==> src/sv/eafp_cell.sv <==
// One pipeline cell: registers a payload word and valid, holds both while the enable is low.
module eafp_cell #(
    parameter int W = 8
) (
    input  logic         i_clk,
    input  logic         i_rst_n,
    input  logic         i_en,
    input  logic         i_valid,
    input  logic [W-1:0] i_data,
    output logic         o_valid,
    output logic [W-1:0] o_data
);
    logic         r_valid;
    logic [W-1:0] r_data;

    always_ff @(posedge i_clk) begin
        if (!i_rst_n) begin
            r_valid <= 1'b0;
        end else if (i_en) begin
            r_valid <= i_valid;
        end
        if (i_en) begin
            r_data <= i_data;
        end
    end

    assign o_valid = r_valid;
    assign o_data  = r_data;
endmodule
==> config.mk <==
export PLATFORM = sky130hd
export DESIGN_NAME = eafp_cell
export DESIGN_NICKNAME = d
export VERILOG_FILES = /design/src/sv/eafp_cell.sv
export SDC_FILE = /design/constraint.sdc
export NUM_CORES = 1
export LEC_CHECK = 0
export BUFFER_PORTS_ARGS = -buffer_cell sky130_fd_sc_hd__clkbuf_2
export CORE_AREA = 4 4 41 43
export CTS_CLUSTER_DIAMETER = 40
export DETAILED_ROUTE_END_ITERATION = 7
export DIE_AREA = 0 0 45 47
export PLACE_DENSITY_LB_ADDON = 0.2
export SLEW_MARGIN = 20
export SYNTH_ARGS = -nofsm -noshare
export SYNTH_HDL_FRONTEND = slang
export SYNTH_SLANG_ARGS = --single-unit
==> constraint.sdc <==
create_clock -name i_clk -period 0.8 [get_ports i_clk]
set_input_delay 0.2 -clock i_clk [delete_from_list [all_inputs] [get_ports i_clk]]
set_output_delay 0.2 -clock i_clk [all_outputs]
set_load 0.02 [all_outputs]
==> results of run 1 <==
-- cells by family after synthesis --
family        after synthesis
mux                         1
simple gates                1
flops                       9
-- per-layer routing --
metal  routed length (um)  up-vias  GRT usage, %
li1                     -       92             -
met1                  149       81          5.94
met2                  245       14          7.34
met3                   87        0          2.68
met4                    0        0          5.26
met5                    0        -             0
-- cell type report --
type / instances / area [um^2]
tap: 15 / 18.8
clock buffer: 3 / 22.5
fill: 131 / 842
sequential: 9 / 262
timing repair buffer: 20 / 135
multi-input combinational: 2 / 16.3
clock inverter: 1 / 5.00
-- state kept, by name, indices dropped and copies added (netlist names) --
| signal | cells |
|---|---|
| o_valid | 1 |
| o_data | 8 |
-- power groups by stage --
stage / logic (uW) / registers [uW] / clock network [uW]
after floorplan: 4.95 / 618 / 0
after global placement: 117 / 569 / 0
after detailed placement: 118 / 571 / 0
after CTS: 122 / 562 / 343
after global routing: 148 / 568 / 375
final: 140 / 565 / 332
-- worst paths after layout --
check	endpoint
hold reg to reg	o_valid
setup reg to reg	o_valid
setup / recovery	o_data[4]
hold / removal	o_data[5]
-- cells in the mapped netlist --
cell type  n  area, um^2
mux2i_1    1        10.0
dfxtp_1    1        20.0
edfxtp_1   8         240
nor2b_1    1        6.26
-- through the flow --
stage | total power, uW | hold slack (ns)
after floorplan | 623 | 0.299
after global placement | 685 | 0.377
after detailed placement | 689 | 0.380
after CTS | 1030 | 0.116
after global routing | 1090 | 0.111
final | 1040 | 0.121
-- repair_timing --
item                       in CTS  in global routing
setup endpoints to repair       9                  9
gates resized for setup         3                 17
pin swaps                       0                  0
==> results.ini, run 1 <==
[timing]
rsz0062_at_grt=true
fin_crit_ns=0.984
setup_ws_ns=-0.184
tightest_slew_ns=0.229
slew_viol_final=0
fin_setup_tns_ns=-1.47
hold_viol=0
fmax_mhz=1020
setup_viol=9
clock-skew-final_ns=0
fin_crit_sh_pct=123
slew_headroom_pct=84.7

[logic_synthesis]
synth_compound_area_share_pct=0
syn_nets=23
syn_area_per_cell_um2=25.1
ys_seq_area_share_pct=94.1
syn-instance-count=11
synth_xor_area_share_pct=0
synth-simple-area-share_pct=2.26
synth-adder-area-share_pct=0
muxShareOfSynthArea_pct=3.62
synth_top_family_by_area=multiplexers
synth_seq_cells=9
yosysWarnings=0
netlist_area_um2=277
synth_cell_types=4

[finish]
utilization_pct=35.3
syn_to_final_growth_pct=66.1
stdcell_area_um2=459
drive_above_1_share_pct=71.4
mostFrequentLayoutCells=clkbuf_2, edfxtp_1, buf_2, buf_6, clkbuf_4
num_antenna_cells=0
fin_cells=50
final_common_cell=clkbuf_2
fin_nets=48

[critical_path]
crit_family=flip-flops
cpPeakStageDelay_ns=0.37
path_buf_inv=1
timing.critical_path.from=o_data[4]
rr_worst_depth=2
rr_startpoint=o_valid
worstPathArrival_ns=0.78
path_depth=1
end_kind=output pin
crit_path_top_delay_cell=edfxtp_1
critical_path_required_ns=0.60
crit_path_max_fanout=1
crit_chain=buf_2
ff2ff_setup_slack_ns=0.19
cp-start-kind=flip-flop
crit_type=flip-flop to output pin

[grt]
overflow=0
grt.total_usage_pct=5.37
grt_pass1_vias=192
grt_pass1_wl_um=738
grt_start_max_net_pins=10
antenna_found_initial=0

[pwr]
clockPowerShare_pct=32.0
switching_share_pct=22.4
p_per_area_mw_per_mm2=2260
seqPwrFrac_pct=54.5
p_int_uw=804
p_comb_share_pct=13.5
cellLeakagePower_uw=0.000205
ir_drop_mv=0.924
power.net_switching_uw=233

[route]
drcViolationCount=0
drt-pass1-iter-count=2
via_count=187
dr.first_iter.drc_count=1
drt-vias-per-instance=3.74
routed_wl_um=482
post_drt_wl_per_cell_um=9.64
ant_nets=0

[cts]
clock-root-buffer=clkbuf_4
clkSlewWorstSetupHoldPaths_ns=0.06
cts_sinks=9
cts_buffers=3
cts_buffer_depth=2
ctsHoldBuffers=0
postCtsSetupBuffers=0
htree_levels=1
clk_latency_ns=0.25
cts_tree=yes

[outcome]
failed_checks=negative setup slack
outcome=complete, but fails checks

[floorplan]
dieArea_mm2=0.00212
die-height_um=47
die_w_um=45
start_util_pct=21.2
placementRows=13
core_mm2=0.00130
design.portCount=21

[placement]
pre_cts_ws_ns=-0.0212
io_buffer_count=20
dp.cells=46
placed_cell_area_um2=395
gp_congestion=0.518

[flow_run]
maxCapViolations=0

[worst_hold_path]
min_from=i_data[5]
hold_depth=1
min_path_type=primary input to flip-flop

Power figures use the tool's default switching activity.
==> inputs of run 2 (changes only) <==
Settings changed: SETUP_SLACK_MARGIN from default to 0.15, TNS_END_PERCENT from default to 20.
==> run 2 against run 1 <==
Effect of this change:
- the flow still finishes with violations (negative setup slack)
- core utilization decreased by 1.5 points
- maximum frequency increased by 0.42%
- clock-buffer cell count grew 1
- global-route usage grew 0.40 points
- clock power barely moved
- sequential share of layout area increased by 2.6 points
- combinational power is 10% lower
- register-to-register slack about the same
- sequential power hardly changed
- die area unchanged
- critical endpoint is now o_data[2]
- largest power group unchanged
==> results.ini, run 2 (same netlist as run 1, synthesis figures left out) <==
[placement]
io_buffer_count=20  ; unchanged
gp_congestion=0.516  ; -0.39%
pre_cts_ws_ns=-0.0200  ; +0.00119 ns
dp.cells=46  ; unchanged

[worst_hold_path]
hold_depth=1  ; unchanged
min_path_type=primary input to flip-flop

[cts]
clkSlewWorstSetupHoldPaths_ns=0.06  ; about the same
cts_buffer_depth=2  ; unchanged
ctsResizeCount=2  ; -1
cts_sinks=9  ; unchanged
htree_levels=1  ; unchanged
clk_latency_ns=0.25  ; about the same
postCtsSetupBuffers=0  ; unchanged
ctsHoldBuffers=0  ; unchanged
cts_tree=yes
clock-root-buffer=clkbuf_4
cts_buffers=3  ; unchanged

[critical_path]
critical_path_required_ns=0.60  ; about the same
rr_worst_depth=2  ; unchanged
crit_family=flip-flops
cp-start-kind=flip-flop
crit_chain=buf_2
worstPathArrival_ns=0.78  ; about the same
path_buf_inv=1  ; unchanged
crit_type=flip-flop to output pin
crit_path_top_delay_cell=edfxtp_1
end_kind=output pin
cpPeakStageDelay_ns=0.36  ; about the same
path_depth=1  ; unchanged
crit_path_max_fanout=1  ; unchanged

[pwr]
power.net_switching_uw=224  ; -3.7%
ir_drop_mv=0.791  ; -14%
p_int_uw=798  ; -0.76%
clockPowerShare_pct=32.7  ; +0.7 points
switching_share_pct=21.9  ; -0.52 points
power_uw=1020  ; -1.4%
cellLeakagePower_uw=0.000196  ; -4.4%
seqPwrFrac_pct=55.0  ; +0.5 points
p_per_area_mw_per_mm2=2330  ; +3.1%
p_comb_share_pct=12.4  ; -1.1 points

[timing]
setup_ws_ns=-0.180  ; +0.00408 ns
slew_headroom_pct=85.2  ; +0.51 points
clock-skew-final_ns=0  ; unchanged
slew_viol_final=0  ; unchanged
holdWs_ns=0.121  ; +0.0000710 ns
hold_viol=0  ; unchanged
fin_crit_sh_pct=123  ; -0.51 points
rsz0062_at_grt=true
fin_crit_ns=0.980  ; -0.00408 ns
fmax_mhz=1020  ; +0.42%
tightest_slew_ns=0.222  ; -0.00759 ns
setup_viol=9  ; unchanged

[route]
drt-vias-per-instance=3.72  ; -0.53%
via_count=186  ; -0.53%
routed_wl_um=514  ; +6.6%
dr.first_iter.drc_count=2  ; +1
ant_nets=0  ; unchanged
drcViolationCount=0  ; unchanged
post_drt_wl_per_cell_um=10.3  ; +6.6%
drt-pass1-iter-count=2  ; unchanged

[floorplan]
die-height_um=47  ; unchanged
placementRows=13  ; unchanged
dieArea_mm2=0.00212  ; unchanged
core_mm2=0.00130  ; unchanged
design.portCount=21  ; unchanged
die_w_um=45  ; unchanged
start_util_pct=21.2  ; unchanged

[finish]
largest_reg_flops=8  ; unchanged
fin_nets=48  ; unchanged
utilization_pct=33.8  ; -1.5 points
fin_cells=50  ; unchanged
final_common_cell=clkbuf_2
syn_to_final_growth_pct=58.8
fillers=153  ; +17%
mostFrequentLayoutCells=clkbuf_2, edfxtp_1, buf_2
num_antenna_cells=0  ; unchanged
drive_above_1_share_pct=68.6  ; -2.9 points

[grt]
antenna_found_initial=0  ; unchanged
grt_pass1_wl_um=759  ; +2.8%
grt_pass1_vias=193  ; +0.52%
grt.total_usage_pct=5.77  ; +0.40 points
overflow=0  ; unchanged
grt_start_max_net_pins=10  ; unchanged

[outcome]
outcome=complete, but fails checks
failed_checks=negative setup slack

[flow_run]
maxCapViolations=0  ; unchanged

[run 2: final cells by class]
cell class / count / area, um^2 / area share (%)
flip-flops and latches: 9 / 262 / 59.5
repair buffers: 20 / 116 / 26.5
clock buffers: 4 / 26.3 / 5.98
well taps: 15 / 18.8 / 4.27
multi-input cells: 2 / 16.3 / 3.70
[run 2: path summary, 6_finish.rpt]
path	start	slack, ns	to
setup / recovery	o_data[2]	-0.18	o_data[2]
hold / removal	i_data[0]	0.12	o_data[0]
setup reg to reg	o_valid	0.19	o_valid
hold reg to reg	o_valid	0.54	o_valid
[run 2: routing by layer]
layer	global-route usage, %	routed length, um
met4	5.26	0
met3	3.83	75
met1	5.23	138
met5	0	0
met2	8.76	299
[run 2: power groups by stage]
stage          registers [uW]  clock network, uW  logic [uW]
5_1_grt                   564                393         136
6_report                  562                334         126
3_5_place_dp              571                  0         119
4_1_cts                   562                356         123
2_1_floorplan             619                  0        4.96
3_3_place_gp              569                  0         117
[run 2: stage by stage]
stage / area (um^2) / setup TNS [ns]
after detailed placement: 397 / -0.0200
after floorplan: 278 / 0
after global placement: 397 / 0
after CTS: 432 / -1.64
after global routing: 439 / -1.82
final: 439 / -1.44
==> inputs of run 3 (changes only) <==
Settings changed: RECOVER_POWER from default to 100.
==> run 3 against run 2 <==
Effect of this change:
- the flow still finishes with violations (negative setup slack)
- core utilization down 0.096 points
- wire length decreased by 0.19%
- via count is the same
- sequential cell count unchanged
- highest routed layer unchanged
- clock power about the same
==> results.ini, run 3 (same netlist as run 1, synthesis figures left out) <==
[outcome]
outcome=complete, but fails checks
failed_checks=negative setup slack

[grt]
grt_start_max_net_pins=10  ; unchanged
grt_pass1_wl_um=759  ; unchanged
grt.total_usage_pct=5.77  ; unchanged
overflow=0  ; unchanged
antenna_found_initial=0  ; unchanged
grt_pass1_vias=193  ; unchanged

[timing]
tightest_slew_ns=0.469  ; +0.248 ns
setup_ws_ns=-0.180  ; -0.0000610 ns
fmax_mhz=1020  ; about the same
slew_viol_final=0  ; unchanged
hold_viol=0  ; unchanged
slew_headroom_pct=68.7  ; -17 points
rsz0062_at_grt=true
fin_crit_ns=0.980  ; +0.0000610 ns
setup_viol=9  ; unchanged
fin_crit_sh_pct=123  ; about the same
clock-skew-final_ns=0  ; unchanged
holdWs_ns=0.121  ; -0.0000560 ns

[critical_path]
ff2ff_setup_slack_ns=0.19  ; about the same
crit_family=flip-flops
worstPathArrival_ns=0.78  ; about the same
worstReg2RegEnd=o_valid
crit_path_max_fanout=1  ; unchanged
end_kind=output pin
crit_type=flip-flop to output pin
rr_startpoint=o_valid
cp-start-kind=flip-flop
rr_worst_depth=2  ; unchanged
crit_chain=buf_2
crit_path_top_delay_cell=edfxtp_1
path_buf_inv=1  ; unchanged
cpPeakStageDelay_ns=0.36  ; about the same
critical_path_required_ns=0.60  ; about the same

[worst_hold_path]
hold_depth=1  ; unchanged
min_path_type=primary input to flip-flop
hold_end=o_data[0]
min_from=i_data[0]

[route]
dr.first_iter.drc_count=2  ; unchanged
post_drt_wl_per_cell_um=10.3  ; -0.19%
via_count=186  ; unchanged
routed_wl_um=513  ; -0.19%
ant_nets=0  ; unchanged
drcViolationCount=0  ; unchanged
drt-pass1-iter-count=2  ; unchanged
drt-vias-per-instance=3.72  ; unchanged

[pwr]
p_per_area_mw_per_mm2=2330  ; +0.24%
power_uw=1020  ; about the same
cellLeakagePower_uw=0.000193  ; -1.5%
ir_drop_mv=0.791  ; about the same

[cts]
cts_tree=yes
cts_buffer_depth=2  ; unchanged
clk_latency_ns=0.25  ; about the same
cts_sinks=9  ; unchanged
htree_levels=1  ; unchanged
cts_buffers=3  ; unchanged
clkSlewWorstSetupHoldPaths_ns=0.06  ; about the same
clock-root-buffer=clkbuf_4

[finish]
largest_reg_flops=8  ; unchanged
drive_above_1_share_pct=65.7  ; -2.9 points
final_common_cell=clkbuf_2
fin_nets=48  ; unchanged
mostFrequentLayoutCells=clkbuf_2, edfxtp_1, buf_2
num_antenna_cells=0  ; unchanged
syn_to_final_growth_pct=58.4

[floorplan]
placementRows=13  ; unchanged
dieArea_mm2=0.00212  ; unchanged
die-height_um=47  ; unchanged
core_mm2=0.00130  ; unchanged
design.portCount=21  ; unchanged
die_w_um=45  ; unchanged
start_util_pct=21.2  ; unchanged

[placement]
gp_congestion=0.516  ; unchanged
pre_cts_ws_ns=-0.0200  ; unchanged
io_buffer_count=20  ; unchanged

[flow_run]
maxCapViolations=0  ; unchanged

==> run 3: changes by cell type in the layout (fill, tap and decap cells not counted) <==
cell / change
clkbuf_1: +1
clkbuf_2: -1
==> run 3: where the power goes <==
part,internal (uW),switching [uW]
Combinational,54.3,71.4
Clock,191,143
Sequential,552,10.1
==> run 3: layer usage <==
| metal | vias to the layer above | track usage [%] | wire, um |
|---|---|---|---|
| met5 | - | 0 | 0 |
| met4 | 0 | 5.26 | 0 |
| met3 | 0 | 3.83 | 76 |
| met2 | 12 | 8.76 | 296 |
| met1 | 85 | 5.23 | 140 |
| li1 | 89 | - | - |
==> run 3: how the worst max path moves through the flow <==
stage,from,to,depth (start not counted)
floorplan,o_data[0],o_data[0],0
global placement,i_en,o_valid,3
detailed placement,i_en,o_valid,3
CTS,o_data[2],o_data[2],1
global route,o_data[3],o_data[3],1
finish,o_data[2],o_data[2],1
==> run 3: repair_timing <==
action | 4_1_cts | 5_1_grt
gates resized for setup | 2 | 11
buffers inserted | 0 | 0
hold buffers | 0 | 0
endpoints found under the hold margin | 0 | 0
endpoints found under the setup margin | 9 | 9
pin swaps | 0 | 0
==> run 3: final cells by class <==
class                           instances  area (um^2)
Multi-Input combinational cell          2         16.3
Tap cell                               15         18.8
Sequential cell                         9          262
Clock buffer                            4         26.3
Fill cell                             154          863
Timing Repair Buffer                   20          115
==> run 3: metrics by stage <==
step | std cells | area (um^2) | utilization, % | TNS (ns)
after floorplan | 11 | 278 | - | 0
after global placement | 46 | 397 | 30.5 | 0
after detailed placement | 46 | 397 | 30.5 | -0.0200
after CTS | 50 | 432 | 33.2 | -1.64
after global routing | 50 | 438 | 33.7 | -1.82
final | 50 | 438 | 33.7 | -1.44
